<file path="src/rtl/x86e_pkg.sv">
// Package for the x86-64 code emitter: payload structs, command and status codes,
// the descriptor passed from the front to the back, and the byte tables.
// Used by every module of the block; it depends on nothing.
package x86e_pkg;

  localparam int OffW = 17;
  localparam int QDepth = 4;
  localparam int QPtrW = $clog2(QDepth);

  localparam logic [3:0] CmdNop       = 4'd0;
  localparam logic [3:0] CmdMovImm    = 4'd1;
  localparam logic [3:0] CmdMovReg    = 4'd2;
  localparam logic [3:0] CmdAddImm    = 4'd3;
  localparam logic [3:0] CmdAddReg    = 4'd4;
  localparam logic [3:0] CmdSubImm    = 4'd5;
  localparam logic [3:0] CmdSubReg    = 4'd6;
  localparam logic [3:0] CmdMulReg    = 4'd7;
  localparam logic [3:0] CmdXorReg    = 4'd8;
  localparam logic [3:0] CmdLoopStart = 4'd9;
  localparam logic [3:0] CmdLoopDec   = 4'd10;
  localparam logic [3:0] CmdFinish    = 4'd11;

  localparam logic [1:0] StatusOk    = 2'd0;
  localparam logic [1:0] StatusSmall = 2'd1;
  localparam logic [1:0] StatusOvf   = 2'd2;

  localparam int PrologueLen = 13;
  localparam int EpilogueLen = 11;
  localparam int MinBuffer   = 64;
  localparam int Headroom    = 16;

  localparam logic [7:0] RexW = 8'h48;

  typedef struct packed {
    logic [3:0]  command;
    logic [3:0]  dest_reg;
    logic [3:0]  src_reg;
    logic [31:0] immediate;
    logic        last_item;
  } in_t;

  typedef struct packed {
    logic [7:0]      code_byte;
    logic [OffW-1:0] byte_offset;
    logic            last_of_run;
    logic            program_done;
    logic [1:0]      status;
  } out_t;

  // One request's worth of work for the back end.
  typedef struct packed {
    logic            pro;
    logic            err;
    logic [1:0]      status;
    logic [3:0]      cmd;
    logic [3:0]      dreg;
    logic [3:0]      sreg;
    logic [31:0]     imm;
    logic            shrt;
    logic [3:0]      len;
    logic            epi;
    logic [OffW-1:0] start;
  } desc_t;

  typedef enum logic [2:0] {
    PH_START,
    PH_PRO,
    PH_BODY,
    PH_ERR,
    PH_EPI
  } phase_e;

  function automatic logic [7:0] prologue_byte(logic [3:0] idx);
    logic [7:0] b;
    unique case (idx)
      4'd0:    b = 8'h55;
      4'd1:    b = 8'h48;
      4'd2:    b = 8'h89;
      4'd3:    b = 8'hE5;
      4'd4:    b = 8'h53;
      4'd5:    b = 8'h41;
      4'd6:    b = 8'h54;
      4'd7:    b = 8'h41;
      4'd8:    b = 8'h55;
      4'd9:    b = 8'h41;
      4'd10:   b = 8'h56;
      4'd11:   b = 8'h41;
      4'd12:   b = 8'h57;
      default: b = 8'h00;
    endcase
    return b;
  endfunction

  function automatic logic [7:0] epilogue_byte(logic [3:0] idx);
    logic [7:0] b;
    unique case (idx)
      4'd0:    b = 8'h41;
      4'd1:    b = 8'h5F;
      4'd2:    b = 8'h41;
      4'd3:    b = 8'h5E;
      4'd4:    b = 8'h41;
      4'd5:    b = 8'h5D;
      4'd6:    b = 8'h41;
      4'd7:    b = 8'h5C;
      4'd8:    b = 8'h5B;
      4'd9:    b = 8'h5D;
      4'd10:   b = 8'hC3;
      default: b = 8'h00;
    endcase
    return b;
  endfunction

  function automatic logic [7:0] imm_byte(logic [31:0] imm, logic [1:0] k);
    return imm[8*k +: 8];
  endfunction

  // Byte idx of an instruction body. For loop_dec the imm field carries the
  // jump displacement already worked out by the front end.
  function automatic logic [7:0] body_byte(logic [3:0] cmd, logic [3:0] d, logic [3:0] s,
                                           logic [31:0] imm, logic shrt, logic [3:0] idx);
    logic [7:0] rex_d;
    logic [7:0] rex_sd;
    logic [7:0] rex_ds;
    logic [7:0] mod_sd;
    logic [7:0] mod_ds;
    logic [7:0] imm3;
    logic [7:0] imm5;
    logic [7:0] b;
    rex_d  = RexW | {7'b0, d[3]};
    rex_sd = RexW | {5'b0, s[3], 1'b0, d[3]};
    rex_ds = RexW | {5'b0, d[3], 1'b0, s[3]};
    mod_sd = {2'b11, s[2:0], d[2:0]};
    mod_ds = {2'b11, d[2:0], s[2:0]};
    imm3   = imm_byte(imm, 2'(idx - 4'd3));
    imm5   = imm_byte(imm, 2'(idx - 4'd5));
    b      = 8'h00;
    unique case (cmd)
      CmdNop: b = 8'h90;
      CmdMovImm, CmdAddImm, CmdSubImm: begin
        unique case (idx)
          4'd0:    b = rex_d;
          4'd1:    b = (cmd == CmdMovImm) ? 8'hC7 : 8'h81;
          4'd2:    b = (cmd == CmdSubImm) ? {5'b11101, d[2:0]} : {5'b11000, d[2:0]};
          default: b = imm3;
        endcase
      end
      CmdMovReg, CmdAddReg, CmdSubReg, CmdXorReg: begin
        unique case (idx)
          4'd0: b = rex_sd;
          4'd1: begin
            unique case (cmd)
              CmdMovReg: b = 8'h89;
              CmdAddReg: b = 8'h01;
              CmdSubReg: b = 8'h29;
              default:   b = 8'h31;
            endcase
          end
          default: b = mod_sd;
        endcase
      end
      CmdMulReg: begin
        unique case (idx)
          4'd0:    b = rex_ds;
          4'd1:    b = 8'h0F;
          4'd2:    b = 8'hAF;
          default: b = mod_ds;
        endcase
      end
      CmdLoopDec: begin
        unique case (idx)
          4'd0:    b = rex_d;
          4'd1:    b = 8'hFF;
          4'd2:    b = {5'b11001, d[2:0]};
          4'd3:    b = shrt ? 8'h75 : 8'h0F;
          4'd4:    b = shrt ? imm[7:0] : 8'h85;
          default: b = imm5;
        endcase
      end
      default: b = 8'h00;
    endcase
    return b;
  endfunction

endpackage

</file>
<file path="src/rtl/x86e_front.sv">
// Front end of the x86-64 code emitter: accepts items, keeps the program state and the
// buffer size register, and turns each item that emits bytes into a descriptor for the queue.
// Depends on x86e_pkg.
module x86e_front (
  input  logic                        clk_i,
  input  logic                        rst_ni,
  input  logic                        in_valid_i,
  output logic                        in_ready_o,
  input  x86e_pkg::in_t               in_data_i,
  input  logic                        cfg_we_i,
  input  logic [15:0]                 cfg_wdata_i,
  input  logic                        q_full_i,
  output logic                        q_push_o,
  output x86e_pkg::desc_t             q_desc_o
);

  localparam int OW = x86e_pkg::OffW;
  localparam int RW = OW + 1;
  localparam int CW = (OW + 1 > 17) ? OW + 1 : 17;

  logic [15:0]   bs_q;
  logic [OW-1:0] wo_q, wo_d;
  logic [OW-1:0] ls_q, ls_d;
  logic          inp_q, inp_d;
  logic          skip_q, skip_d;

  logic                 accept;
  logic                 pro, too_small, ovf, shrt, epi, last;
  logic [OW-1:0]        w, ls_cur;
  logic signed [RW-1:0] diff5, diff9;
  logic [3:0]           len;
  logic [3:0]           cmd;

  function automatic logic [3:0] body_len(logic [3:0] c, logic s);
    logic [3:0] n;
    unique case (c)
      x86e_pkg::CmdNop:                                           n = 4'd1;
      x86e_pkg::CmdMovImm, x86e_pkg::CmdAddImm, x86e_pkg::CmdSubImm: n = 4'd7;
      x86e_pkg::CmdMovReg, x86e_pkg::CmdAddReg, x86e_pkg::CmdSubReg,
      x86e_pkg::CmdXorReg:                                        n = 4'd3;
      x86e_pkg::CmdMulReg:                                        n = 4'd4;
      x86e_pkg::CmdLoopDec:                                       n = s ? 4'd5 : 4'd9;
      default:                                                    n = 4'd0;
    endcase
    return n;
  endfunction

  assign in_ready_o = !q_full_i;
  assign accept     = in_valid_i && !q_full_i;
  assign cmd        = in_data_i.command;
  assign last       = in_data_i.last_item;

  always_comb begin
    too_small = !inp_q && (bs_q < 16'(x86e_pkg::MinBuffer));
    pro       = !inp_q;
    w         = pro ? OW'(x86e_pkg::PrologueLen) : wo_q;
    ls_cur    = pro ? OW'(x86e_pkg::PrologueLen) : ls_q;
    ovf       = (CW'(w) + CW'(x86e_pkg::Headroom)) >= CW'(bs_q);
    // Displacements from the end of the short and the long jnz back to the loop start.
    diff5     = $signed({1'b0, ls_cur}) - $signed({1'b0, w}) - RW'(5);
    diff9     = diff5 - RW'(4);
    shrt      = (diff5 >= -128) && (diff5 <= 127);
    len       = body_len(cmd, shrt);
    epi       = (cmd == x86e_pkg::CmdFinish) || last;

    q_desc_o.pro    = pro && !too_small;
    q_desc_o.err    = too_small || ovf;
    q_desc_o.status = too_small ? x86e_pkg::StatusSmall : x86e_pkg::StatusOvf;
    q_desc_o.cmd    = cmd;
    q_desc_o.dreg   = in_data_i.dest_reg;
    q_desc_o.sreg   = in_data_i.src_reg;
    q_desc_o.imm    = (cmd == x86e_pkg::CmdLoopDec) ? (shrt ? 32'(diff5) : 32'(diff9))
                                                    : in_data_i.immediate;
    q_desc_o.shrt   = shrt;
    q_desc_o.len    = (too_small || ovf) ? 4'd0 : len;
    q_desc_o.epi    = epi && !(too_small || ovf);
    q_desc_o.start  = pro ? '0 : wo_q;
  end

  always_comb begin
    wo_d     = wo_q;
    ls_d     = ls_q;
    inp_d    = inp_q;
    skip_d   = skip_q;
    q_push_o = 1'b0;
    if (accept) begin
      if (inp_q && skip_q) begin
        if (last) begin
          inp_d  = 1'b0;
          skip_d = 1'b0;
        end
      end else if (too_small) begin
        q_push_o = 1'b1;
        inp_d    = !last;
        skip_d   = !last;
      end else begin
        wo_d   = w;
        ls_d   = ls_cur;
        inp_d  = 1'b1;
        skip_d = 1'b0;
        if (ovf) begin
          q_push_o = 1'b1;
          inp_d    = !last;
          skip_d   = !last;
        end else begin
          q_push_o = pro || (len != 4'd0) || epi;
          wo_d     = OW'(w + OW'(len) + (epi ? OW'(x86e_pkg::EpilogueLen) : OW'(0)));
          if (cmd == x86e_pkg::CmdLoopStart) begin
            ls_d = w;
          end
          if (cmd == x86e_pkg::CmdFinish) begin
            inp_d  = !last;
            skip_d = !last;
          end else if (last) begin
            inp_d  = 1'b0;
            skip_d = 1'b0;
          end
        end
      end
    end
  end

  always_ff @(posedge clk_i or negedge rst_ni) begin
    if (!rst_ni) begin
      bs_q   <= 16'd4096;
      wo_q   <= '0;
      ls_q   <= OW'(x86e_pkg::PrologueLen);
      inp_q  <= 1'b0;
      skip_q <= 1'b0;
    end else begin
      if (cfg_we_i) begin
        bs_q <= cfg_wdata_i;
      end
      wo_q   <= wo_d;
      ls_q   <= ls_d;
      inp_q  <= inp_d;
      skip_q <= skip_d;
    end
  end

endmodule

</file>
<file path="src/rtl/x86e_queue.sv">
// Short descriptor queue between the front and the back of the code emitter.
// Depends on x86e_pkg for the descriptor type and the depth.
module x86e_queue (
  input  logic            clk_i,
  input  logic            rst_ni,
  input  logic            push_i,
  input  x86e_pkg::desc_t wdata_i,
  output logic            full_o,
  input  logic            pop_i,
  output logic            valid_o,
  output x86e_pkg::desc_t rdata_o
);

  localparam int PW = x86e_pkg::QPtrW;

  x86e_pkg::desc_t mem_q [x86e_pkg::QDepth];
  logic [PW-1:0]   wp_q, rp_q;
  logic [PW:0]     cnt_q;
  logic            do_push, do_pop;

  assign full_o  = (cnt_q == (PW+1)'(x86e_pkg::QDepth));
  assign valid_o = (cnt_q != '0);
  assign rdata_o = mem_q[rp_q];
  assign do_push = push_i && !full_o;
  assign do_pop  = pop_i && valid_o;

  always_ff @(posedge clk_i) begin
    if (do_push) begin
      mem_q[wp_q] <= wdata_i;
    end
  end

  always_ff @(posedge clk_i or negedge rst_ni) begin
    if (!rst_ni) begin
      wp_q  <= '0;
      rp_q  <= '0;
      cnt_q <= '0;
    end else begin
      if (do_push) begin
        wp_q <= PW'(wp_q + 1'b1);
      end
      if (do_pop) begin
        rp_q <= PW'(rp_q + 1'b1);
      end
      cnt_q <= cnt_q + (PW+1)'(do_push) - (PW+1)'(do_pop);
    end
  end

endmodule

</file>
<file path="src/rtl/x86e_back.sv">
// Back end of the code emitter: walks the prologue, body, error and epilogue
// phases of the queue head, one byte per cycle while the output is not stalled, into the output register.
// Depends on x86e_pkg.
module x86e_back (
  input  logic            clk_i,
  input  logic            rst_ni,
  input  logic            hv_i,
  input  x86e_pkg::desc_t head_i,
  output logic            pop_o,
  output logic            out_valid_o,
  input  logic            out_ready_i,
  output x86e_pkg::out_t  out_data_o
);

  localparam int OW = x86e_pkg::OffW;

  x86e_pkg::phase_e ph_q, ph_d, eff_ph, nxt_ph;
  logic [3:0]       idx_q, idx_d;
  logic [OW-1:0]    off_q, off_d, eff_off;
  logic             step, ph_end, fin;
  logic             ov_q;
  x86e_pkg::out_t   out_q, byte_d;

  assign step = hv_i && (!ov_q || out_ready_i);

  // Phase and offset in effect this cycle; a fresh head resolves its first phase here.
  always_comb begin
    eff_ph  = ph_q;
    eff_off = off_q;
    if (ph_q == x86e_pkg::PH_START) begin
      eff_off = head_i.start;
      if (head_i.pro) begin
        eff_ph = x86e_pkg::PH_PRO;
      end else if (head_i.err) begin
        eff_ph = x86e_pkg::PH_ERR;
      end else if (head_i.len != 4'd0) begin
        eff_ph = x86e_pkg::PH_BODY;
      end else begin
        eff_ph = x86e_pkg::PH_EPI;
      end
    end
  end

  // Next state.
  always_comb begin
    ph_end = 1'b0;
    nxt_ph = x86e_pkg::PH_START;
    unique case (eff_ph)
      x86e_pkg::PH_PRO: begin
        ph_end = (idx_q == 4'(x86e_pkg::PrologueLen - 1));
        if (head_i.err) begin
          nxt_ph = x86e_pkg::PH_ERR;
        end else if (head_i.len != 4'd0) begin
          nxt_ph = x86e_pkg::PH_BODY;
        end else if (head_i.epi) begin
          nxt_ph = x86e_pkg::PH_EPI;
        end
      end
      x86e_pkg::PH_BODY: begin
        ph_end = (idx_q == head_i.len - 4'd1);
        if (head_i.epi) begin
          nxt_ph = x86e_pkg::PH_EPI;
        end
      end
      x86e_pkg::PH_ERR: ph_end = 1'b1;
      x86e_pkg::PH_EPI: ph_end = (idx_q == 4'(x86e_pkg::EpilogueLen - 1));
      default: ph_end = 1'b1;
    endcase
    fin   = ph_end && (nxt_ph == x86e_pkg::PH_START);
    ph_d  = ph_q;
    idx_d = idx_q;
    off_d = off_q;
    pop_o = 1'b0;
    if (step) begin
      off_d = OW'(eff_off + 1'b1);
      if (fin) begin
        ph_d  = x86e_pkg::PH_START;
        idx_d = 4'd0;
        pop_o = 1'b1;
      end else if (ph_end) begin
        ph_d  = nxt_ph;
        idx_d = 4'd0;
      end else begin
        ph_d  = eff_ph;
        idx_d = idx_q + 4'd1;
      end
    end
  end

  // Output byte.
  always_comb begin
    byte_d.byte_offset  = eff_off;
    byte_d.last_of_run  = fin;
    byte_d.program_done = 1'b0;
    byte_d.status       = x86e_pkg::StatusOk;
    unique case (eff_ph)
      x86e_pkg::PH_PRO:  byte_d.code_byte = x86e_pkg::prologue_byte(idx_q);
      x86e_pkg::PH_BODY: byte_d.code_byte = x86e_pkg::body_byte(head_i.cmd, head_i.dreg,
                                              head_i.sreg, head_i.imm, head_i.shrt, idx_q);
      x86e_pkg::PH_EPI: begin
        byte_d.code_byte    = x86e_pkg::epilogue_byte(idx_q);
        byte_d.program_done = ph_end;
      end
      default: begin
        byte_d.code_byte    = 8'h00;
        byte_d.program_done = 1'b1;
        byte_d.status       = head_i.status;
      end
    endcase
  end

  always_ff @(posedge clk_i) begin
    if (step) begin
      out_q <= byte_d;
    end
  end

  always_ff @(posedge clk_i or negedge rst_ni) begin
    if (!rst_ni) begin
      ph_q  <= x86e_pkg::PH_START;
      idx_q <= 4'd0;
      off_q <= '0;
      ov_q  <= 1'b0;
    end else begin
      ph_q  <= ph_d;
      idx_q <= idx_d;
      off_q <= off_d;
      if (step) begin
        ov_q <= 1'b1;
      end else if (out_ready_i) begin
        ov_q <= 1'b0;
      end
    end
  end

  assign out_valid_o = ov_q;
  assign out_data_o  = out_q;

endmodule

</file>
<file path="src/rtl/x86_64_code_emitter.sv">
// Top level of the x86-64 code emitter: front end, descriptor queue, back end.
// Depends on x86e_pkg, x86e_front, x86e_queue and x86e_back.
//
//   channel   direction  handshake               payload
//   in        input      in_valid_i/in_ready_o   in_data_i (x86e_pkg::in_t)
//   out       output     out_valid_o/out_ready_i out_data_o (x86e_pkg::out_t)
//   cfg       input      cfg_we_i                cfg_wdata_i (buffer_size)
//
// The front takes one request per cycle while the four-entry queue has room.
// The back emits one byte per cycle while the output does not stall: a body is 1 to 9 bytes,
// plus 13 for a prologue and 11 for an epilogue; an error gives a single byte.
// Items that produce no bytes are taken by the front and never reach the queue.
// Reset puts buffer_size at 4096 and the emitter idle between programs.
// A stall on the output holds the back; the front keeps taking requests until the queue fills.
module x86_64_code_emitter (
  input  logic           clk_i,
  input  logic           rst_ni,
  input  logic           in_valid_i,
  output logic           in_ready_o,
  input  x86e_pkg::in_t  in_data_i,
  output logic           out_valid_o,
  input  logic           out_ready_i,
  output x86e_pkg::out_t out_data_o,
  input  logic           cfg_we_i,
  input  logic [15:0]    cfg_wdata_i
);

  logic            q_full, q_push, q_pop, q_valid;
  x86e_pkg::desc_t q_wdesc, q_rdesc;

  x86e_front u_front (
    .clk_i       (clk_i),
    .rst_ni      (rst_ni),
    .in_valid_i  (in_valid_i),
    .in_ready_o  (in_ready_o),
    .in_data_i   (in_data_i),
    .cfg_we_i    (cfg_we_i),
    .cfg_wdata_i (cfg_wdata_i),
    .q_full_i    (q_full),
    .q_push_o    (q_push),
    .q_desc_o    (q_wdesc)
  );

  x86e_queue u_queue (
    .clk_i   (clk_i),
    .rst_ni  (rst_ni),
    .push_i  (q_push),
    .wdata_i (q_wdesc),
    .full_o  (q_full),
    .pop_i   (q_pop),
    .valid_o (q_valid),
    .rdata_o (q_rdesc)
  );

  x86e_back u_back (
    .clk_i       (clk_i),
    .rst_ni      (rst_ni),
    .hv_i        (q_valid),
    .head_i      (q_rdesc),
    .pop_o       (q_pop),
    .out_valid_o (out_valid_o),
    .out_ready_i (out_ready_i),
    .out_data_o  (out_data_o)
  );

endmodule

</file>
<file path="config.mk">
export PLATFORM = sky130hd
export DESIGN_NAME = x86_64_code_emitter
export DESIGN_NICKNAME = d
export VERILOG_FILES = /design/src/rtl/x86e_pkg.sv /design/src/rtl/x86e_front.sv /design/src/rtl/x86e_queue.sv /design/src/rtl/x86e_back.sv /design/src/rtl/x86_64_code_emitter.sv
export SDC_FILE = /design/constraint.sdc
export NUM_CORES = 1
export LEC_CHECK = 0
export BUFFER_PORTS_ARGS = -buffer_cell sky130_fd_sc_hd__buf_2
export CAP_MARGIN = 25
export CORE_MARGIN = 4
export CORE_UTILIZATION = 45
export DETAILED_ROUTE_END_ITERATION = 16
export PLACE_DENSITY = 0.63
export SLEW_MARGIN = 20
export SYNTH_ARGS = -nofsm -noshare
export SYNTH_HDL_FRONTEND = slang
export SYNTH_SLANG_ARGS = --single-unit
</file>
<file path="constraint.sdc">
create_clock -name clk_i -period 7.25 [get_ports clk_i]
set_input_delay 0.725 -clock clk_i [delete_from_list [all_inputs] [get_ports clk_i]]
set_output_delay 0.725 -clock clk_i [all_outputs]
set_load 0.02 [all_outputs]
</file>
Word level (Yosys, flattened, before mapping):

Memory sizes are Yosys's and may differ from the RTL's.
Index checks and enable logic that the tools add are counted.

* add/subtract/negate cells: 15
* magnitude comparators: 4
* equal/unequal tests: 32
* shift-type cells: 2
* multiplexer cells: 59
* bitwise operators: 2
* reductions and logical operators: 38

Operators with widths (number)
* $mux W17: 7
* $pmux W8 S3: 4
* $pmux W8 S5: 2
* $mux W32: 2
* $shiftx A32 B6 Y8: 2
* $eq A4 B3 Y1 const B: 9
* $sub A18 B4 Y18 const B: 2
* $eq A4 B4 Y1 const B: 8
* $mux W3: 9
* $eq A4 B2 Y1 const B: 6
* $mux W1: 20
* $mux W4: 5
* $pmux W4 S5: 1
* $add A17 B5 Y18 const B: 1
* $ge A18 B16 Y1: 1
* $ge A18 B8 Y1 const B: 1
* $le A18 B8 Y1 const B: 1
* $sub A17 B17 Y18: 1
* $add A17 B1 Y17 const B: 1
* $add A17 B17 Y17: 1
* $add A17 B4 Y17: 1
* $lt A16 B7 Y1 const B: 1
* $pmux W8 S2: 1
* $mux W7: 2
* 33 further kinds: 63

* register bits: 113
* memory bits (writable): 284
* memory bits (read-only): 240
* input port bits: 66
* output and inout port bits: 31
* logic and storage cells: 172
* memories: 3

Memory list
* u_queue.mem_q: depth 4, width 71, read ports 1, clocked after Yosys merged registers in 0, wr ports 1, line x86e_queue.sv:16 `x86e_pkg::desc_t mem_q [x86e_pkg::QDepth];`
* (name not given): depth 16, width 8, read ports 1, clocked after Yosys merged registers in 0, wr ports 0, line x86e_pkg.sv:75 `unique case (idx)`
* (name not given): depth 16, width 7, read ports 1, clocked after Yosys merged registers in 0, wr ports 0, line x86e_pkg.sv:96 `unique case (idx)`

Logic depth before layout (Yosys ltp):

Gate-level depths: netlist of run 1.

* word-level depth: 17
* depth in mapped cells: 31
* gate-level depth less buffers: 27

Modules after synthesis:

From an unflattened synthesis of run 1, not the netlist that was laid out.

* cells, all modules: 1597
* area total of the unflattened synthesis: 20533.4 µm²

By module, submodules not included
* x86e_queue: instances 1, cells an instance 412, area each 10771.6 µm², sequential area each 8703.3 µm²
* x86e_front: instances 1, cells an instance 698, area each 5420.2 µm², sequential area each 1306.3 µm²
* x86e_back: instances 1, cells an instance 487, area each 4341.7 µm², sequential area each 1496.4 µm²

Worst setup path after synthesis of run 1:

Ideal clock, no wire load.

* kind: register to register
* start point: register u_front.inp_q
* end point: register u_front.wo_q[15]
* arrival time: 6016 ps
* required time: 7126 ps
* path slack: 1110 ps
* stages on the path, launching flop included: 28
* clock period less this slack: 6140 ps
* cell sequence: dfrtp_1 > buf_2 > clkbuf_1 > clkbuf_1 > and2_1 > inv_1 > ha_1 > ha_1 > inv_1 > fa_1 > nand2b_1 > a211oi_2 > nor2_1 > a311oi_2 > o2111ai_1 > nor4b_2 > nand2_2 > mux2i_4 > buf_6 > nor2_1 > fa_1 > ha_1 > nor2b_1 > o21a_1 > o21ai_0 > nor4_1 > nand4_1 > xor2_1

RTL lines
* from (decl): line x86e_front.sv:24 `logic inp_q, inp_d;`
* from (signal assigned): line x86e_front.sv:136 `inp_q <= inp_d;`
* to (signal assigned): line x86e_front.sv:134 `wo_q <= wo_d;`
* to (decl): line x86e_front.sv:22 `logic [OW-1:0] wo_q, wo_d;`

Final worst setup path of run 1:

* start point: register u_front.inp_q
* end point: register u_front.wo_q[15]

* longest elaborated chain between the ends: 10
* elaborated cells between the ends (all ways): 20

RTL lines
* $mux W17, on equally long branches: line x86e_front.sv:57, x86e_front.sv:56
* $sub A17 B17 Y18: line x86e_front.sv:60 `diff5 = $signed({1'b0, ls_cur}) - $signed({1'b0, w}) - RW'(5);`
* $sub A18 B4 Y18: line x86e_front.sv:60
* $ge A18 B8 Y1 / $le A18 B8 Y1 (equally long branches): line x86e_front.sv:62 `shrt = (diff5 >= -128) && (diff5 <= 127);`
* $logic_and A1 B1 Y1: line x86e_front.sv:62
* $mux W4: line x86e_front.sv:42 `x86e_pkg::CmdLoopDec: n = s ? 4'd5 : 4'd9;`
* $pmux W4 S5: line x86e_front.sv:36 `unique case (c)`
* $add A17 B4 Y17: line x86e_front.sv:107 `wo_d = OW'(w + OW'(len) + (epi ? OW'(x86e_pkg::EpilogueLen) : OW'(0)));`
* $add A17 B17 Y17: line x86e_front.sv:107
* $mux W17: line x86e_front.sv:101 `if (ovf) begin`

Several ways; a longest one is shown, not always the timed one.
A chain may end at the register's enable or synchronous reset.

==> results of run 1 <==
-- worst register-to-register path, cell delays in order (launching register included) --
cell and delay [ns]:
dfrtp_1 0.44, buf_4 0.44, nor2b_1 0.37, ha_1 0.21
ha_1 0.21, inv_1 0.07, fa_1 0.39, nand2b_1 0.22
a211oi_2 0.29, nor2_1 0.10, a311oi_2 0.41, o2111ai_1 0.29
nor4b_2 0.39, nand2_2 0.17, mux2i_4 0.25, nor2_1 0.10
fa_1 0.46, ha_1 0.33, nor2b_1 0.15, o21a_1 0.12
o21ai_0 0.15, nor4_1 0.56, nand4_1 0.18, xor2_1 0.17
-- Yosys cell counts (all sizes together), types with 5 or more instances --
cell type | instances | area share, %
dfrtp | 80 | 9.9
or3 | 6 | 0.19
mux2i | 17 | 0.93
nor2 | 105 | 2.0
nand3 | 33 | 0.82
o211ai | 10 | 0.40
mux2 | 13 | 0.73
ha | 64 | 4.0
a21oi | 55 | 1.4
and2 | 30 | 0.93
inv | 94 | 1.8
nor4b | 5 | 0.39
mux4 | 84 | 9.4
a21o | 9 | 0.34
nand2 | 226 | 4.2
clkbuf | 47 | 0.88
a211oi | 11 | 0.49
or2 | 5 | 0.16
nand4 | 9 | 0.28
fa | 6 | 0.60
o221ai | 5 | 0.22
nand2b | 15 | 0.47
and3 | 11 | 0.34
nor2b | 10 | 0.31
o21ai | 110 | 2.8
nor4 | 17 | 0.63
nor3b | 5 | 0.19
nor3 | 28 | 0.77
edfxtp | 313 | 47
xor2 | 29 | 1.3
xnor2 | 41 | 1.8
buf | 26 | 0.83
a31oi | 17 | 0.53
-- final cells by class --
class / instances / area, um2
flip-flops and latches: 397 / 11500
repair buffers: 117 / 653
inverters: 96 / 360
multi-input cells: 1038 / 7930
clock buffers: 53 / 1150
clock inverters: 22 / 201
well taps: 592 / 741
fillers: 3798 / 21700
-- power by group through the flow --
stage / clock (mW) / combinational, mW / sequential, mW
floorplan: 0 / 2.75 / 3.39
finish: 2.10 / 3.77 / 3.35
global route: 2.24 / 4.14 / 3.41
global placement: 0 / 3.74 / 3.38
detailed placement: 0 / 3.77 / 3.40
CTS: 2.15 / 3.78 / 3.36
-- final timing paths --
| kind | from | endpoint | depth (start not counted) |
|---|---|---|---|
| setup / recovery | u_front.inp_q$_DFFE_PN0P_ | u_front.wo_q[15]$_DFFE_PN0P_ | 23 |
| setup reg to reg | u_front.inp_q$_DFFE_PN0P_ | u_front.wo_q[15]$_DFFE_PN0P_ | 23 |
| hold reg to reg | u_front.ls_q[3]$_DFFE_PN1P_ | u_front.ls_q[3]$_DFFE_PN1P_ | 2 |
| max in group asynchronous | rst_ni | u_queue.rp_q[1]$_DFFE_PN0P_ | 3 |
| hold / removal | rst_ni | u_front.ls_q[15]$_DFFE_PN0P_ | 1 |
| min in group clk_i | cfg_wdata_i[5] | u_front.bs_q[5]$_DFFE_PN0P_ | 3 |
-- registers in the layout (all words and copies together), names as in the netlist --
signal              flops
u_front.ls_q           17
u_front.skip_q          1
u_queue.wp_q            2
u_queue.cnt_q           3
u_back.out_data_o      29
u_back.out_valid_o      1
u_back.off_q           17
u_back.idx_q            4
u_front.inp_q           1
u_queue.mem_q         284
u_back.ph_q             3
u_front.bs_q           16
u_front.wo_q           17
u_queue.rp_q            2
-- per-layer routing --
layer,track usage (%),up-vias,wire (um)
li1,-,6096,-
met4,4.42,0,853
met1,29.4,6581,22200
met5,0,-,0
met3,2.51,68,2170
met2,32.2,345,22600
-- cell families (layout without fill, tap and decap cells) --
| group | after synthesis | count (layout) | share of synthesized area (%) |
|---|---|---|---|
| buffers and inverters | 169 | 288 | 3.49 |
| xor gates and xnor gates | 70 | 70 | 3.05 |
| adders and majority gates | 71 | 71 | 4.63 |
| muxes | 114 | 114 | 11.1 |
| and+or+nand+nor | 517 | 517 | 12.2 |
| DFF | 397 | 397 | 57.2 |
| AOI/OAI and AO/OA | 266 | 266 | 8.39 |
==> results_dict.tcl, run 1 <==
set metrics [dict create \
    fmax_mhz 152 \
    crit_slowest_cell "nor4_1" \
    yosysUniqueCellTypes 94 \
    initial_utilization_pct 45.5 \
    period_share_pct 90.7 \
    maxCapViolCount 0 \
    layout-drive-gt1-share_pct 18.7 \
    status "finished clean" \
    htree_num_levels 2 \
    critPathRequiredTime_ns 7.67 \
    wirelength_um 47800 \
    final_common_cell "edfxtp_1" \
    utilization_pct 51.0 \
    synth_seq_cells 397 \
    path_clk_slew_ns 0.06 \
    synthCells 1604 \
    worst_hold_slack_ns 0.0440 \
    grt_max_degree 71 \
    avgSynthCellArea_um2 12.5 \
    rsz0062_at_grt "false" \
    cp_top_family "simple AND/OR/NAND/NOR gates" \
    seq_power_share_pct 36.3 \
    drtPass1Iterations 6 \
    route.detailed.drc 0 \
    stdcell_count 2315 \
    die_h_um 219 \
    leakage_nw 8.55 \
    top_level_ports 97 \
    fp.dieW_um 219 \
    path_common_cell "ha_1" \
    synth_edf_count 313 \
    intPower_mw 5.82 \
    antenna_found_initial 0 \
    pre_cts_slack_ns 0.736 \
    setup-tns-final_ns 0 \
    synth_warnings 0 \
    critPathKind "reg2reg" \
    synth_nets 1740 \
    grt_pass1_wl_um 75900 \
    dp.cells 2239 \
    netSwitchingFraction_pct 36.9 \
    synth-main-ff-cell "edfxtp_1" \
    power.total_mw 9.22 \
    setup_slack_ns 0.676 \
    relSlewSlack_pct 33.6 \
    synthToLayoutAreaGrowth_pct 12.1 \
    clockPowerShare_pct 22.8 \
    routed-via-count 13100 \
    diodes 0 \
    viasPerCell 5.65 \
    cts.sinks 397 \
    crit_arrival_ns 7.00 \
    crit_chain "buf_4, nor2b_1, ha_1, ha_1, inv_1, fa_1, nand2b_1, a211oi_2, nor2_1, a311oi_2, o2111ai_1, nor4b_2, nand2_2, mux2i_4, nor2_1, fa_1, ha_1, nor2b_1, o21a_1, o21ai_0, nor4_1, nand4_1, xor2_1" \
    routabilityCongestion 0.896 \
    min_period_ns 6.57 \
    slew_violations 0 \
    post_cts_buffers 0 \
    seq_area_frac_synth_pct 57.2 \
    cts_resized 0 \
    clkLatencyLatePin_ns 0.54 \
    vdd_drop_max_mv 0.198 \
    p_switching_mw 3.40 \
    cts_tree "done" \
    wl_per_cell_um 20.6 \
    ant_nets 0 \
    async_flop_share_pct 21.2 \
    cts_hold_buffers 0 \
    dieArea_um2 48200 \
    worstMarginPinSlew_ns 0.989 \
    start_kind "register" \
    worstPathBufferInverterCount 2 \
    overflow 0 \
    placementRows 77 \
    cpPeakStageDelay_ns 0.56 \
    comb_power_share_pct 40.9 \
    hold_viol 0 \
    grt_pass1_vias 13100 \
    dr.first_iter.drc_count 1004 \
    netlist_area_um2 20100 \
    port_buffers 96 \
    fin_skew_ns 0.0163 \
    fin_nets 1827 \
    final_cell_mix "edfxtp_1 (313), nand2_1 (225), nor2_1 (104)" \
    fin_area_um2 22500 \
    endpoint_kind "register" \
    ff2ff_setup_slack_ns 0.68 \
    cp_max_fo 47 \
    placed_cell_area_um2 21200 \
    root_buffer "clkbuf_16" \
    grt_usage_pct 20.0 \
    cts_buffers 41 \
    clk_path_buf_depth 3 \
    setup-violations-final 0 \
    dpl.hpwl_um 33700 \
    power_density_nw_per_um2 409 \
    coreArea_um2 44200 \
    hold_class "in2async" \
]
(Power assumes the default switching activity.)
==> inputs of run 2 (changes only) <==
CAP_MARGIN = 20   (was 25)
CORE_ASPECT_RATIO = 0.5   (was default)
SLEW_MARGIN = 10   (was 20)
==> run 2 against run 1 <==
Clock-buffer cell count is 5 lower. Flip-flop and latch count is the same. Combinational power decreased by 1%. Global-route usage down 0.37 points. Cell count is 0.56% lower. Fmax rose by 2.7%.
==> results_dict.tcl, run 2 (synthesized netlist as in run 1, its figures left out) <==
set metrics [dict create \
    viasPerCell 5.64 \
    ant_nets 0 \
    crit_slowest_cell "nor4_1" \
    comb_power_share_pct 40.4 \
    fin_area_um2 22500 \
    antenna_found_initial 1 \
    period_share_pct 88.3 \
    stdcell_count 2302 \
    setup-violations-final 0 \
    cpPeakStageDelay_ns 0.69 \
    dieArea_um2 48400 \
    utilization_pct 51.3 \
    hold_viol 0 \
    wl_per_cell_um 20.4 \
    port_buffers 96 \
    dr.first_iter.drc_count 1158 \
    die_h_um 158 \
    layout-drive-gt1-share_pct 18.3 \
    clockPowerShare_pct 22.8 \
    fp.dieW_um 307 \
    final_common_cell "edfxtp_1" \
    setup-tns-final_ns 0 \
    crit_chain "buf_4, and2_1, inv_1, ha_1, ha_1, inv_1, fa_1, nand2b_1, a21oi_1, o21ba_2, nor3_2, xnor2_1, nand4_1, nand4bb_1, mux2i_4, nor2_1, fa_1, ha_1, nor2b_1, o21a_1, o21ai_0, nor4_1, nand4_1, xor2_1" \
    hold_class "in2async" \
    grt_max_degree 63 \
    endpoint_kind "register" \
    start_kind "register" \
    status "finished clean" \
    routabilityCongestion 0.933 \
    power_density_nw_per_um2 410 \
    routed-via-count 13000 \
    synthToLayoutAreaGrowth_pct 11.8 \
    path_clk_slew_ns 0.06 \
    cp_max_fo 21 \
    cts_resized 0 \
    cts_buffers 38 \
    cts.sinks 397 \
    worstMarginPinSlew_ns 1.10 \
    route.detailed.drc 0 \
    htree_num_levels 2 \
    maxCapViolCount 0 \
    overflow 0 \
    diodes 0 \
    worstPathBufferInverterCount 3 \
    wirelength_um 47000 \
    grt_usage_pct 19.6 \
    top_level_ports 97 \
    critPathKind "reg2reg" \
    min_period_ns 6.40 \
    largest_reg_flops 284 \
    cts_hold_buffers 0 \
    grt_pass1_vias 12900 \
    leakage_nw 8.52 \
    dpl.hpwl_um 33000 \
    root_buffer "clkbuf_16" \
    placementRows 54 \
    final_cell_mix "edfxtp_1 (313), nand2_1 (225), nor2_1 (104)" \
    regMostFlops "u_queue.mem_q" \
    placed_cell_area_um2 21200 \
    critPathRequiredTime_ns 7.68 \
    rsz0062_at_grt "false" \
    clk_path_buf_depth 3 \
    clkLatencyLatePin_ns 0.55 \
    dp.cells 2236 \
    cp_top_family "simple AND/OR/NAND/NOR gates" \
    fin_nets 1824 \
    crit_arrival_ns 6.83 \
    vdd_drop_max_mv 0.183 \
    fin_skew_ns 0.0289 \
    slew_violations 0 \
    post_cts_buffers 0 \
    relSlewSlack_pct 26.3 \
    netSwitchingFraction_pct 36.9 \
    p_switching_mw 3.40 \
    cts_tree "done" \
    intPower_mw 5.83 \
    initial_utilization_pct 45.9 \
    coreArea_um2 43800 \
    grt_pass1_wl_um 73800 \
    fmax_mhz 156 \
    path_common_cell "ha_1" \
    drtPass1Iterations 6 \
    seq_power_share_pct 36.8 \
    fill_cells 3742 \
]
## run 2: cell types whose count changed in the layout (fill, tap and decap cells not counted), sizes merged
| cell | change |
|---|---|
| inv | +1 |
| clkinv | -7 |
| bufinv | +3 |
| clkinvlp | -1 |
| clkbuf | -5 |
## run 2: final cells by class
cell class	count	area [um2]	share of cell area (%)
flip-flops and latches	397	11500	51.2
repair buffers	117	641	2.85
clock buffers	48	1040	4.62
well taps	588	736	3.27
multi-input cells	1038	7930	35.2
inverters	96	360	1.60
clock inverters	18	279	1.24
## run 2: routing by layer
| metal | share of wire (%) | track usage [%] |
|---|---|---|
| met3 | 5.3 | 3.07 |
| met2 | 46 | 31.6 |
| met5 | 0 | 0 |
| met4 | 1.6 | 4.17 |
| met1 | 47 | 28.6 |
## run 2: per-stage QoR
stage	setup slack [ns]	hold WS, ns	total power [mW]
5_1_grt	0.291	0.0746	9.78
2_1_floorplan	1.11	0.429	6.14
6_report	0.849	0.0662	9.23
4_1_cts	0.889	0.0534	9.29
3_3_place_gp	1.13	0.452	7.13
3_5_place_dp	0.914	0.454	7.17
## run 2: path summary, 6_finish.rpt
path	from	end	slack (ns)	cells past startpoint
min in group clk_i	cfg_wdata_i[5]	u_front.bs_q[5]$_DFFE_PN0P_	0.39	3
hold / removal	rst_ni	u_front.bs_q[11]$_DFFE_PN0P_	0.07	1
setup reg to reg	u_front.inp_q$_DFFE_PN0P_	u_front.wo_q[15]$_DFFE_PN0P_	0.85	24
hold reg to reg	u_front.ls_q[3]$_DFFE_PN1P_	u_front.ls_q[3]$_DFFE_PN1P_	0.46	2
max in group asynchronous	rst_ni	u_queue.rp_q[1]$_DFFE_PN0P_	5.89	2
setup / recovery	u_front.inp_q$_DFFE_PN0P_	u_front.wo_q[15]$_DFFE_PN0P_	0.85	24
## run 2: power by group through the flow
stage	Combinational, mW	Sequential, mW	Clock [mW]
2_1_floorplan	2.75	3.39	0
3_3_place_gp	3.69	3.43	0
3_5_place_dp	3.72	3.45	0
4_1_cts	3.74	3.40	2.14
5_1_grt	4.08	3.46	2.25
6_report	3.73	3.39	2.10
==> inputs of run 3 (changes only) <==
RECOVER_POWER = 100   (was default)
==> run 3 against run 2 <==
The flow now finishes with violations (max-capacitance violations, max-slew violations). Via count shrank 0.55%. Wire length is essentially flat. Core utilization shrank 0.34 points. Register-to-register slack lost 0.33 ns. Cell count is the same. Global-route usage is the same. Sequential share of layout area grew 0.32 points. Non-clock buffer count is the same. Design area shrank 0.66%. Flip-flop and latch count is the same. Clock power is essentially flat. Critical path type unchanged. Largest cell class unchanged. Highest routed layer unchanged.
==> results_dict.tcl, run 3 (synthesized netlist as in run 1, its figures left out) <==
set metrics [dict create \
    status "finished with violations" \
    failed_checks "max-capacitance violations, max-slew violations" \
    cts_buffers 38 \
    top_level_ports 97 \
    dpl.hpwl_um 33000 \
    drtPass1Iterations 5 \
    coreArea_um2 43800 \
    grt_pass1_wl_um 73800 \
    cts_hold_buffers 0 \
    cts.sinks 397 \
    diodes 0 \
    initial_utilization_pct 45.9 \
    endpoint_kind "register" \
    port_buffers 96 \
    post_cts_buffers 0 \
    htree_num_levels 2 \
    hold_class "in2reg" \
    hold_viol 0 \
    antenna_found_initial 1 \
    period_share_pct 92.8 \
    final_common_cell "edfxtp_1" \
    wirelength_um 47000 \
    cts_resized 0 \
    routabilityCongestion 0.933 \
    setup-violations-final 0 \
    grt_max_degree 63 \
    leakage_nw 8.34 \
    min_period_ns 6.73 \
    root_buffer "clkbuf_16" \
    routed-via-count 12900 \
    grt_usage_pct 19.6 \
    vdd_drop_max_mv 0.193 \
    fin_nets 1824 \
    dr.first_iter.drc_count 1117 \
    relSlewSlack_pct -150 \
    clkLatencyLatePin_ns 0.55 \
    crit_arrival_ns 7.19 \
    critPathRequiredTime_ns 7.71 \
    fin_skew_ns 0.0273 \
    ant_nets 0 \
    die_h_um 158 \
    largest_reg_flops 284 \
    fmax_mhz 149 \
    regToRegStartpoint "u_queue.rp_q[1]$_DFFE_PN0P_" \
    setup-tns-final_ns 0 \
    critPathKind "reg2reg" \
    worstMarginPinSlew_ns 3.74 \
    path_clk_slew_ns 0.07 \
    cp_max_fo 49 \
    placementRows 54 \
    layout-drive-gt1-share_pct 13.8 \
    cts_tree "done" \
    startpoint "u_queue.rp_q[1]$_DFFE_PN0P_" \
    fp.dieW_um 307 \
    regMostFlops "u_queue.mem_q" \
    start_kind "register" \
    power_density_nw_per_um2 410 \
    dieArea_um2 48400 \
    route.detailed.drc 0 \
    slew_violations 291 \
    setup_slack_ns 0.519 \
    clk_path_buf_depth 3 \
    final_cell_mix "edfxtp_1 (313), nand2_1 (225), o21ai_0 (104), nor2_1 (104), inv_1 (94)" \
    overflow 0 \
    wl_per_cell_um 20.4 \
    hold_start "cfg_wdata_i[2]" \
    viasPerCell 5.61 \
    pre_cts_slack_ns 0.914 \
    rsz0062_at_grt "false" \
    grt_pass1_vias 12900 \
    synthToLayoutAreaGrowth_pct 11.1 \
    maxCapViolCount 7 \
]
## run 3: changes by cell type in the layout (fill, tap and decap cells not counted), moves of 5 or more
cell and delta:
mux2_2 -11, buf_2 -44, and2_1 -10, clkbuf_1 +56, o21ai_0 +5, and2_0 +11, o21ai_1 -5, mux2_1 +11
buf_4 -12
## run 3: report_power, final
part | total [mW] | switching, mW | internal [mW]
Sequential | 3.40 | 0.294 | 3.11
Clock | 2.10 | 0.859 | 1.24
Combinational | 3.66 | 2.22 | 1.43
Total | 9.16 | 3.38 | 5.79
## run 3: path summary, 6_finish.rpt
kind / to / slack (ns) / cells after the start
hold reg to reg: u_front.ls_q[3]$_DFFE_PN1P_ / 0.46 / 2
max in group asynchronous: u_queue.rp_q[0]$_DFFE_PN0P_ / 2.13 / 2
setup / recovery: u_queue.cnt_q[2]$_DFF_PN0_ / 0.52 / 16
hold / removal: u_front.bs_q[2]$_DFFE_PN0P_ / 0.39 / 3
setup reg to reg: u_queue.cnt_q[2]$_DFF_PN0_ / 0.52 / 16
min in group asynchronous: u_front.bs_q[11]$_DFFE_PN0P_ / 0.43 / 1
## run 3: layout make-up
| cell class | count | area, um2 |
|---|---|---|
| clock buffers | 48 | 1040 |
| clock inverters | 18 | 279 |
| fillers | 3787 | 21500 |
| inverters | 96 | 360 |
| multi-input cells | 1038 | 7890 |
| flip-flops and latches | 397 | 11500 |
| well taps | 588 | 736 |
| repair buffers | 117 | 541 |
## run 3: layer usage
layer | vias to the layer above | wire length, um | GRT usage [%]
li1 | 6089 | - | -
met1 | 6458 | 22100 | 28.6
met2 | 298 | 21700 | 31.6
met3 | 62 | 2500 | 3.07
met4 | 0 | 684 | 4.17
met5 | - | 0 | 0
## run 3: worst max-delay path, stage by stage (launching register included)
cell and delay, ns:
dfrtp_1 1.93, mux4_2 0.51, inv_1 0.11, ha_1 0.18
nor4b_1 0.65, and2b_1 0.25, o21ai_0 0.28, a21oi_1 0.20
nand2b_1 0.13, a32oi_2 0.28, nor3_1 0.89, ha_1 0.26
inv_1 0.04, ha_1 0.18, fa_1 0.38, xnor2_1 0.20
xnor2_1 0.14
## run 3: per-stage QoR
step	cells	utilization (%)	total power, mW	hold slack (ns)	instance area [um2]
3_5_place_dp	2236	48.3	7.17	0.454	21200
4_1_cts	2302	51.3	9.29	0.0534	22500
6_report	2302	51.0	9.16	0.388	22400
3_3_place_gp	2236	48.3	7.13	0.452	21200
2_1_floorplan	1604	-	6.14	0.429	20100
5_1_grt	2302	51.0	9.74	0.370	22400
